==> src/sv/xed_pkg.sv <==
// ----------------------------------------------------------------------------
// xed_pkg
// Shared constants and name tables for the XML entity decoder.
// ----------------------------------------------------------------------------
`default_nettype none
package xed_pkg;

    localparam logic [7:0] CH_AMP   = 8'h26;
    localparam logic [7:0] CH_SEMI  = 8'h3B;
    localparam logic [7:0] CH_HASH  = 8'h23;
    localparam logic [7:0] CH_LX    = 8'h78;
    localparam logic [7:0] CH_UX    = 8'h58;
    localparam logic [7:0] CH_LT    = 8'h3C;
    localparam logic [7:0] CH_GT    = 8'h3E;
    localparam logic [7:0] CH_QUOT  = 8'h22;
    localparam logic [7:0] CH_APOS  = 8'h27;

    localparam int OUT_CAP = 16;
    localparam int OCNT_W  = $clog2(OUT_CAP + 1);
    localparam int NUM_NAMES = 5;

    localparam logic [20:0] CODE_MAX = 21'h10FFFF;
    localparam logic [20:0] SURR_LO  = 21'h00D800;
    localparam logic [20:0] SURR_HI  = 21'h00DFFF;

    typedef logic [20:0] code_t;

    // Name index: 0 amp, 1 lt, 2 gt, 3 quot, 4 apos
    function automatic logic [2:0] name_len(input int sel);
        logic [2:0] r;
        case (sel)
            0:       r = 3'd3;
            1, 2:    r = 3'd2;
            default: r = 3'd4;
        endcase
        return r;
    endfunction

    function automatic logic [7:0] name_char(input int sel, input logic [1:0] k);
        logic [31:0] s;
        case (sel)
            0:       s = {8'h00, "p", "m", "a"};
            1:       s = {16'h0000, "t", "l"};
            2:       s = {16'h0000, "t", "g"};
            3:       s = {"t", "o", "u", "q"};
            default: s = {"s", "o", "p", "a"};
        endcase
        return s[k*8 +: 8];
    endfunction

    function automatic logic [7:0] name_out(input int sel);
        logic [7:0] r;
        case (sel)
            0:       r = CH_AMP;
            1:       r = CH_LT;
            2:       r = CH_GT;
            3:       r = CH_QUOT;
            default: r = CH_APOS;
        endcase
        return r;
    endfunction

endpackage
`default_nettype wire

==> src/sv/xed_utf8_enc.sv <==
// ----------------------------------------------------------------------------
// xed_utf8_enc
// Picks one UTF-8 byte of a code point and gives the sequence length.
// ----------------------------------------------------------------------------
`default_nettype none
module xed_utf8_enc (
    input  wire xed_pkg::code_t code,
    input  wire logic [1:0]     idx,
    output logic [7:0]          enc_byte,
    output logic [2:0]          nbytes
);
    import xed_pkg::*;

    logic [7:0] b0, b1, b2, b3;

    always_comb begin
        b1 = 8'h80 | {2'b00, code[17:12]};
        b2 = 8'h80 | {2'b00, code[11:6]};
        b3 = 8'h80 | {2'b00, code[5:0]};
        if (code < 21'h80) begin
            nbytes = 3'd1;
            b0     = code[7:0];
        end else if (code < 21'h800) begin
            nbytes = 3'd2;
            b0     = 8'hC0 | {3'b000, code[10:6]};
        end else if (code < 21'h10000) begin
            nbytes = 3'd3;
            b0     = 8'hE0 | {4'h0, code[15:12]};
        end else begin
            nbytes = 3'd4;
            b0     = 8'hF0 | {5'b00000, code[20:18]};
        end
        case (idx)
            2'd0:    enc_byte = b0;
            2'd1:    enc_byte = (nbytes == 3'd2) ? b3 : ((nbytes == 3'd3) ? b2 : b1);
            2'd2:    enc_byte = (nbytes == 3'd3) ? b3 : b2;
            default: enc_byte = b3;
        endcase
    end
endmodule
`default_nettype wire

==> src/sv/xml_entity_decoder.sv <==
// ----------------------------------------------------------------------------
// xml_entity_decoder
// Streaming XML entity decoder with UTF-8 output of numeric references.
// ----------------------------------------------------------------------------
// One input transfer is taken at a time; s_tready is low until all results of
// that transfer have been handed to the output register. A plain byte passes
// through the run and finish states before the next input transfer is taken. A
// reference is held in a small window and scanned one byte per cycle by a shared
// digit multiply-accumulate and name compare; a closing ';' is then decoded and
// its result emitted byte by byte. A failed reference emits '&' and replays the
// window through the same sequencer, one byte per cycle while the output does
// not stall.
`default_nettype none
module xml_entity_decoder #(
    parameter int MAX_REF_SPAN = 12
) (
    input  wire logic       aclk,
    input  wire logic       aresetn,
    input  wire logic       s_tvalid,
    output logic            s_tready,
    input  wire logic [7:0] s_tdata,   // [7:0] in_byte
    input  wire logic [0:0] s_tuser,   // [0] byte_valid
    input  wire logic       s_tlast,   // end_of_text
    output logic            m_tvalid,
    input  wire logic       m_tready,
    output logic [7:0]      m_tdata,   // [7:0] out_byte
    output logic [1:0]      m_tuser,   // [0] byte_present, [1] text_done
    output logic            m_tlast    // last_of_run
);
    import xed_pkg::*;

    localparam int PTR_W = $clog2(MAX_REF_SPAN + 2);
    localparam int DEPTH = 1 << PTR_W;
    localparam logic [PTR_W-1:0] SPAN_LIM = PTR_W'(MAX_REF_SPAN - 1);

    localparam logic [2:0] S_IDLE = 3'd0;
    localparam logic [2:0] S_RUN  = 3'd1;
    localparam logic [2:0] S_RES  = 3'd2;
    localparam logic [2:0] S_DEC  = 3'd3;
    localparam logic [2:0] S_UTF  = 3'd4;
    localparam logic [2:0] S_FIN  = 3'd5;

    logic [7:0]       win_reg [DEPTH];
    logic [2:0]       state_reg, state_next;
    logic [PTR_W-1:0] rd_reg, rd_next, wr_reg, wr_next, head_reg, head_next;
    logic [PTR_W-1:0] idx_reg, idx_next, k_reg, k_next;
    logic             in_ref_reg, in_ref_next, end_reg, end_next;
    logic [NUM_NAMES-1:0] nm_reg, nm_next;
    logic             hash_reg, hash_next, hex_reg, hex_next;
    logic             dig_reg, dig_next, bad_reg, bad_next;
    code_t            code_reg, code_next;
    logic [1:0]       bi_reg, bi_next;
    logic [OCNT_W-1:0] cnt_reg, cnt_next;
    logic             hold_v_reg, hold_v_next;
    logic [7:0]       hold_reg, hold_next;
    logic             m_valid_reg, m_valid_next, m_last_reg, m_last_next;
    logic [7:0]       m_data_reg, m_data_next;
    logic [1:0]       m_user_reg, m_user_next;

    logic [PTR_W-1:0] raddr, span;
    logic [7:0]       cur;
    logic             out_free, push_req, push_take, stall;
    logic [7:0]       push_byte;
    logic [7:0]       enc_byte;
    logic [2:0]       nbytes;
    logic [3:0]       dval;
    logic             dok;
    logic [24:0]      mac;
    logic             name_hit, num_ok;
    logic [7:0]       name_byte;

    xed_utf8_enc u_enc (
        .code     (code_reg),
        .idx      (bi_reg),
        .enc_byte (enc_byte),
        .nbytes   (nbytes)
    );

    assign raddr    = (state_reg == S_RES) ? idx_reg : rd_reg;
    assign cur      = win_reg[raddr];
    assign span     = rd_reg - head_reg;
    assign out_free = !m_valid_reg || m_tready;
    assign s_tready = (state_reg == S_IDLE);

    // digit value and the shared multiply-accumulate
    always_comb begin
        dok  = 1'b0;
        dval = 4'd0;
        if (cur >= "0" && cur <= "9") begin
            dok = 1'b1; dval = 4'(cur - "0");
        end else if (hex_reg && cur >= "a" && cur <= "f") begin
            dok = 1'b1; dval = 4'(cur - "a" + 8'd10);
        end else if (hex_reg && cur >= "A" && cur <= "F") begin
            dok = 1'b1; dval = 4'(cur - "A" + 8'd10);
        end
        mac = (hex_reg ? {code_reg, 4'h0} : 25'(code_reg) * 25'd10) + 25'(dval);
    end

    always_comb begin
        name_hit  = 1'b0;
        name_byte = CH_AMP;
        for (int i = NUM_NAMES - 1; i >= 0; i--) begin
            if (nm_reg[i] && span == PTR_W'(name_len(i))) begin
                name_hit  = 1'b1;
                name_byte = name_out(i);
            end
        end
        num_ok = hash_reg && dig_reg && !bad_reg &&
                 !(code_reg >= SURR_LO && code_reg <= SURR_HI);
    end

    // what the sequencer wants to emit this cycle
    always_comb begin
        push_req  = 1'b0;
        push_byte = CH_AMP;
        case (state_reg)
            S_RUN: begin
                if (rd_reg != wr_reg) begin
                    if (!in_ref_reg) begin
                        push_req  = (cur != CH_AMP);
                        push_byte = cur;
                    end else if (cur != CH_SEMI && span >= SPAN_LIM) begin
                        push_req = 1'b1;
                    end
                end else if (end_reg && in_ref_reg) begin
                    push_req = 1'b1;
                end
            end
            S_DEC: begin
                push_req  = 1'b1;
                push_byte = name_hit ? name_byte : CH_AMP;
                if (!name_hit && num_ok) push_req = 1'b0;
            end
            S_UTF: begin
                push_req  = 1'b1;
                push_byte = enc_byte;
            end
            default: ;
        endcase
        push_take = push_req && (cnt_reg < OCNT_W'(OUT_CAP));
        stall     = push_take && hold_v_reg && !out_free;
    end

    always_comb begin
        state_next   = state_reg;
        rd_next      = rd_reg;
        wr_next      = wr_reg;
        head_next    = head_reg;
        idx_next     = idx_reg;
        k_next       = k_reg;
        in_ref_next  = in_ref_reg;
        end_next     = end_reg;
        nm_next      = nm_reg;
        hash_next    = hash_reg;
        hex_next     = hex_reg;
        dig_next     = dig_reg;
        bad_next     = bad_reg;
        code_next    = code_reg;
        bi_next      = bi_reg;
        cnt_next     = cnt_reg;
        hold_v_next  = hold_v_reg;
        hold_next    = hold_reg;
        m_valid_next = m_valid_reg && !m_tready;
        m_data_next  = m_data_reg;
        m_last_next  = m_last_reg;
        m_user_next  = m_user_reg;

        // lookahead by one byte so last_of_run is known when it leaves
        if (push_take && !stall) begin
            cnt_next    = cnt_reg + 1'b1;
            hold_v_next = 1'b1;
            hold_next   = push_byte;
            if (hold_v_reg) begin
                m_valid_next = 1'b1;
                m_data_next  = hold_reg;
                m_last_next  = 1'b0;
                m_user_next  = 2'b01;
            end
        end

        case (state_reg)
            S_IDLE: begin
                if (s_tvalid) begin
                    end_next   = s_tlast;
                    state_next = S_RUN;
                    if (s_tuser[0]) wr_next = wr_reg + 1'b1;
                end
            end
            S_RUN: begin
                if (rd_reg != wr_reg) begin
                    if (!in_ref_reg) begin
                        if (cur == CH_AMP) begin
                            in_ref_next = 1'b1;
                            head_next   = rd_reg + 1'b1;
                            rd_next     = rd_reg + 1'b1;
                        end else if (!stall) begin
                            rd_next = rd_reg + 1'b1;
                        end
                    end else if (cur == CH_SEMI) begin
                        state_next = S_RES;
                        idx_next   = head_reg;
                        k_next     = '0;
                        nm_next    = '1;
                        hash_next  = 1'b0;
                        hex_next   = 1'b0;
                        dig_next   = 1'b0;
                        bad_next   = 1'b0;
                        code_next  = '0;
                    end else if (span < SPAN_LIM) begin
                        rd_next = rd_reg + 1'b1;
                    end else if (!stall) begin
                        in_ref_next = 1'b0;
                        rd_next     = head_reg;
                    end
                end else if (end_reg && in_ref_reg) begin
                    if (!stall) begin
                        in_ref_next = 1'b0;
                        rd_next     = head_reg;
                    end
                end else begin
                    state_next = S_FIN;
                end
            end
            S_RES: begin
                if (idx_reg == rd_reg) begin
                    state_next = S_DEC;
                end else begin
                    idx_next = idx_reg + 1'b1;
                    k_next   = k_reg + 1'b1;
                    for (int i = 0; i < NUM_NAMES; i++) begin
                        if (k_reg >= PTR_W'(name_len(i)) || cur != name_char(i, k_reg[1:0]))
                            nm_next[i] = 1'b0;
                    end
                    if (k_reg == '0) begin
                        hash_next = (cur == CH_HASH);
                    end else if (k_reg == PTR_W'(1) && (cur == CH_LX || cur == CH_UX)) begin
                        hex_next = 1'b1;
                    end else if (!dok) begin
                        bad_next = 1'b1;
                    end else begin
                        dig_next = 1'b1;
                        if (!bad_reg) begin
                            if (mac > 25'(CODE_MAX)) bad_next = 1'b1;
                            else code_next = mac[20:0];
                        end
                    end
                end
            end
            S_DEC: begin
                if (!name_hit && num_ok) begin
                    state_next = S_UTF;
                    bi_next    = 2'd0;
                end else if (!stall) begin
                    in_ref_next = 1'b0;
                    rd_next     = name_hit ? rd_reg + 1'b1 : head_reg;
                    state_next  = S_RUN;
                end
            end
            S_UTF: begin
                if (!stall) begin
                    if ({1'b0, bi_reg} == nbytes - 3'd1) begin
                        in_ref_next = 1'b0;
                        rd_next     = rd_reg + 1'b1;
                        state_next  = S_RUN;
                    end else begin
                        bi_next = bi_reg + 1'b1;
                    end
                end
            end
            S_FIN: begin
                if (hold_v_reg || end_reg) begin
                    if (out_free) begin
                        m_valid_next = 1'b1;
                        m_data_next  = hold_v_reg ? hold_reg : 8'h00;
                        m_last_next  = 1'b1;
                        m_user_next  = {end_reg, hold_v_reg};
                        hold_v_next  = 1'b0;
                        cnt_next     = '0;
                        state_next   = S_IDLE;
                    end
                end else begin
                    cnt_next   = '0;
                    state_next = S_IDLE;
                end
            end
            default: state_next = S_IDLE;
        endcase
    end

    always_ff @(posedge aclk) begin
        if (!aresetn) begin
            state_reg   <= S_IDLE;
            rd_reg      <= '0;
            wr_reg      <= '0;
            head_reg    <= '0;
            in_ref_reg  <= 1'b0;
            end_reg     <= 1'b0;
            cnt_reg     <= '0;
            hold_v_reg  <= 1'b0;
            m_valid_reg <= 1'b0;
        end else begin
            state_reg   <= state_next;
            rd_reg      <= rd_next;
            wr_reg      <= wr_next;
            head_reg    <= head_next;
            in_ref_reg  <= in_ref_next;
            end_reg     <= end_next;
            cnt_reg     <= cnt_next;
            hold_v_reg  <= hold_v_next;
            m_valid_reg <= m_valid_next;
        end
    end

    always_ff @(posedge aclk) begin
        idx_reg    <= idx_next;
        k_reg      <= k_next;
        nm_reg     <= nm_next;
        hash_reg   <= hash_next;
        hex_reg    <= hex_next;
        dig_reg    <= dig_next;
        bad_reg    <= bad_next;
        code_reg   <= code_next;
        bi_reg     <= bi_next;
        hold_reg   <= hold_next;
        m_data_reg <= m_data_next;
        m_last_reg <= m_last_next;
        m_user_reg <= m_user_next;
    end

    // window of held and replayed bytes
    always_ff @(posedge aclk) begin
        if (state_reg == S_IDLE && s_tvalid && s_tuser[0])
            win_reg[wr_reg] <= s_tdata;
    end

    assign m_tvalid = m_valid_reg;
    assign m_tdata  = m_data_reg;
    assign m_tlast  = m_last_reg;
    assign m_tuser  = m_user_reg;
endmodule
`default_nettype wire

==> config.mk <==
export PLATFORM = sky130hd
export DESIGN_NAME = xml_entity_decoder
export DESIGN_NICKNAME = d
export VERILOG_FILES = /design/src/sv/xed_pkg.sv /design/src/sv/xed_utf8_enc.sv /design/src/sv/xml_entity_decoder.sv
export SDC_FILE = /design/constraint.sdc
export NUM_CORES = 1
export LEC_CHECK = 0
export BUFFER_PORTS_ARGS = -buffer_cell sky130_fd_sc_hd__buf_2
export CAP_MARGIN = 20
export CORE_MARGIN = 4
export CORE_UTILIZATION = 35
export CTS_CLUSTER_DIAMETER = 120
export DETAILED_ROUTE_END_ITERATION = 6
export HOLD_SLACK_MARGIN = 0.1
export MAX_ROUTING_LAYER = met4
export PLACE_DENSITY = 0.49
export SLEW_MARGIN = 30
export SYNTH_ARGS = -nofsm -noshare
export SYNTH_HDL_FRONTEND = slang
export SYNTH_SLANG_ARGS = --single-unit
==> constraint.sdc <==
create_clock -name aclk -period 7.79 [get_ports aclk]
set_clock_uncertainty 0.1 [all_clocks]
set_input_delay 0.3895 -clock aclk [delete_from_list [all_inputs] [get_ports aclk]]
set_output_delay 0.3895 -clock aclk [all_outputs]
set_load 0.02 [all_outputs]
==> results.cfg <==
[timing]
finalCritPeriodShare_pct = 92.5
drv_slew = 0
slew-limit-headroom_pct = 35.1
fmax_mhz = 139
tightest_slew_ns = 0.970
hold_viol = 0
period_needed_ns = 7.21
report.final.setup_viol = 0

[setup_path]
crit_path_top_delay_cell = or4b_2
regToRegSetupSlack_ns = 0.58
cp-start-kind = flip-flop
crit_path_max_incr_delay_ns = 0.71
crit_arrival_ns = 7.32
setup.worst_path.end_class = flip-flop
r2r_end = code_reg[1]$_SDFFCE_PP0P_
crit_fanout = 15
cp_num_buf_inv = 2
crit_type = reg2reg
required_ns = 7.91
timing.rr.start = state_reg[2]$_SDFFE_PN0P_
cp_cell_sequence = nor3b_4, buf_4, mux2i_1, nor4_1, or4_1, o22a_1, or3b_4, a21o_1, o21a_1, o22ai_1, ha_1, a21o_1, a21oi_1, nor2_1, and2_1, nor4bb_4, or4b_2, nor2_1, mux2i_1, a21oi_1, o31a_1, a211oi_2, buf_4
reg2reg_depth = 23
crit_family = simple AND/OR/NAND/NOR gates

[logic_synthesis]
synth_edf_count = 176
postSynthAreaPerCell_um2 = 10.2
ys_seq_area_share_pct = 44.8
async_flop_share_pct = 0
syn-num-nets = 1399
synthFlopType = edfxtp_1
synth_seq_cells = 211
syn_inst = 1313
synth_area_um2 = 13400
synth_top_area_share_pct = 39.5
ys_types = 99
synth_area_leaders = edfxtp_1, ha_1, dfxtp_1
yosys.area.top_type = edfxtp_1
yosys_warnings = 0

[floorplan]
dieArea_um2 = 41400
start_util_pct = 35.5
num_io_pins = 27
fp-row-count = 71
die_y_um = 203
die_x_um = 203
coreArea_um2 = 37700

[final_layout]
fill_cells = 3733
multi_input_area_um2 = 6980
final_util_pct = 39.8
antenna_cells = 0
drive_gt1_share_pct = 11.8
largest_reg_flops = 128
area_growth_pct = 12.2
num-nets-final = 1428
seqCellArea_um2 = 5990

[cts]
cts_tree = yes
clock_sinks = 211
cts_buffer_depth = 3
numCtsBuffers = 23
postCtsSetupRepairBufs = 0
clk_pin_slew_ns = 0.06
cts.htree.levels = 1
clock_latency_ns = 0.53
cts-root-buf = clkbuf_16

[routing]
viasPerCell = 5.56
drtAntennaViolNets = 0
vias = 10400
drc = 0
wirelength_um = 37400
routedWlPerCell_um = 20.0
drt_first_pass_iters = 6
drtIter0Drc = 872

[place]
dp.final_hpwl_um = 28000
gp_congestion = 0.891
port_buffers = 26

[global_routing]
groute.usage.overall_pct = 18.2
grt_max_degree = 50
grt.overflow.total = 0
grt_pass1_vias = 10000
antenna_found_initial = 0
grt_pass1_wl_um = 58800

[power_and_ir_drop]
powerDensity_nw_per_um2 = 318
finalPower_mw = 4.78
peakVddDrop_uv = 149
leakagePower_nw = 5.44

[hold_path]
hold_path_class = in2reg
hold_start = s_tdata[5]
hold_end = win_reg[13][5]$_DFFE_PP_
min_delay_path_depth = 1

[run_status]
status = complete, no violations

[job]
max_cap_viol_count = 0
-- through the flow --
| step | hold WS, ns | instances | area [µm²] | setup slack [ns] | TNS (ns) |
|---|---|---|---|---|---|
| global route | 0.148 | 1867 | 15000 | -0.00364 | -0.0403 |
| detailed placement | 0.345 | 1824 | 14200 | 0.195 | 0 |
| CTS | 0.132 | 1867 | 15000 | 0.130 | 0 |
| finish | 0.151 | 1867 | 15000 | 0.581 | 0 |
| global placement | 0.343 | 1824 | 14100 | 0.300 | 0 |
| floorplan | 0.336 | 1313 | 13400 | 0.399 | 0 |
-- cell usage in the layout (no fill, tap or decap), types with 27 or more instances in the layout --
cell type	synthesis	layout
edfxtp_1	176	176
nand2_1	126	126
nor2_1	117	115
a21oi_1	79	79
ha_1	69	69
o21ai_0	63	63
mux2i_1	61	60
inv_1	40	40
buf_4	3	38
nand3_1	36	36
dfxtp_1	35	34
xor2_1	33	33
and2_1	32	32
nor3_1	30	27
-- worst max path at each step --
stage	from	to	slack [ns]	cells past startpoint
detailed placement	state_reg[2]$_SDFFE_PN0P_	code_reg[1]$_SDFFCE_PP0P_	0.20	25
CTS	state_reg[2]$_SDFFE_PN0P_	code_reg[1]$_SDFFCE_PP0P_	0.13	25
finish	state_reg[2]$_SDFFE_PN0P_	code_reg[1]$_SDFFCE_PP0P_	0.58	23
global route	state_reg[0]$_SDFFE_PN0P_	code_reg[8]$_SDFFCE_PP0P_	-0.004	27
floorplan	state_reg[1]$_SDFFE_PN0P_	code_reg[0]$_SDFFCE_PP0P_	0.40	30
global placement	state_reg[2]$_SDFFE_PN0P_	code_reg[1]$_SDFFCE_PP0P_	0.30	25
-- worst reg2reg max path: cells and delay by family (launching register included) --
| kind | cells | cell delay, ns |
|---|---|---|
| AO/OA/AOI/OAI | 9 | 1.65 |
| multiplexers | 2 | 0.79 |
| AND/OR/NAND/NOR | 9 | 3.26 |
| buffers and inverters | 2 | 0.53 |
| flip-flops | 1 | 0.38 |
| adder cells (fa/ha/maj) | 1 | 0.19 |
-- synthesized netlist by cell type (16+ instances only) --
cell / count
mux2i_1: 61
nor3_1: 30
xnor2_1: 26
edfxtp_1: 176
nor2_1: 117
inv_1: 40
nand3_1: 36
a211oi_1: 19
o21ai_0: 63
a31oi_1: 16
nor4_1: 17
ha_1: 69
dfxtp_1: 35
buf_2: 16
xor2_1: 33
a21oi_1: 79
and2_1: 32
clkbuf_1: 35
and3_1: 18
nand2_1: 126
-- repair_timing --
item / in CTS / in global routing
gates resized for setup: 0 / 7
endpoints found under the setup margin: 0 / 22
endpoints found under the hold margin: 3 / 0
hold buffers: 4 / 0
-- cells by family after synthesis --
kind of cell / after synthesis / synth area share, %
and+or+nand+nor: 463 / 17.3
AOI/OAI and AO/OA: 323 / 17.0
DFF: 211 / 44.8
buffers and inverters: 106 / 3.59
muxes: 79 / 6.53
adders and majority gates: 72 / 6.91
xor gates and xnor gates: 59 / 3.87
-- layer usage --
layer / vias to the layer above / global-route usage (%) / part of all wire (%)
li1: 5033 / - / -
met1: 5073 / 25.8 / 48
met2: 225 / 29.0 / 46
met3: 42 / 1.89 / 4.4
met4: 0 / 2.89 / 1.6
met5: - / - / 0
-- final cells by class --
type	instances	area share, %
Sequential cell	211	39.9
Tap cell	511	4.26
Clock inverter	14	1.10
Inverter	41	1.06
Clock buffer	25	3.95
Multi-Input combinational cell	996	46.5
Timing Repair Buffer	69	3.17
-- power by group --
part	switching, mW	internal [mW]
Sequential	0.0913	1.32
Clock	0.457	0.652
Combinational	1.42	0.842
Total	1.96	2.81
No activity file was read; power rests on OpenSTA's default activity.
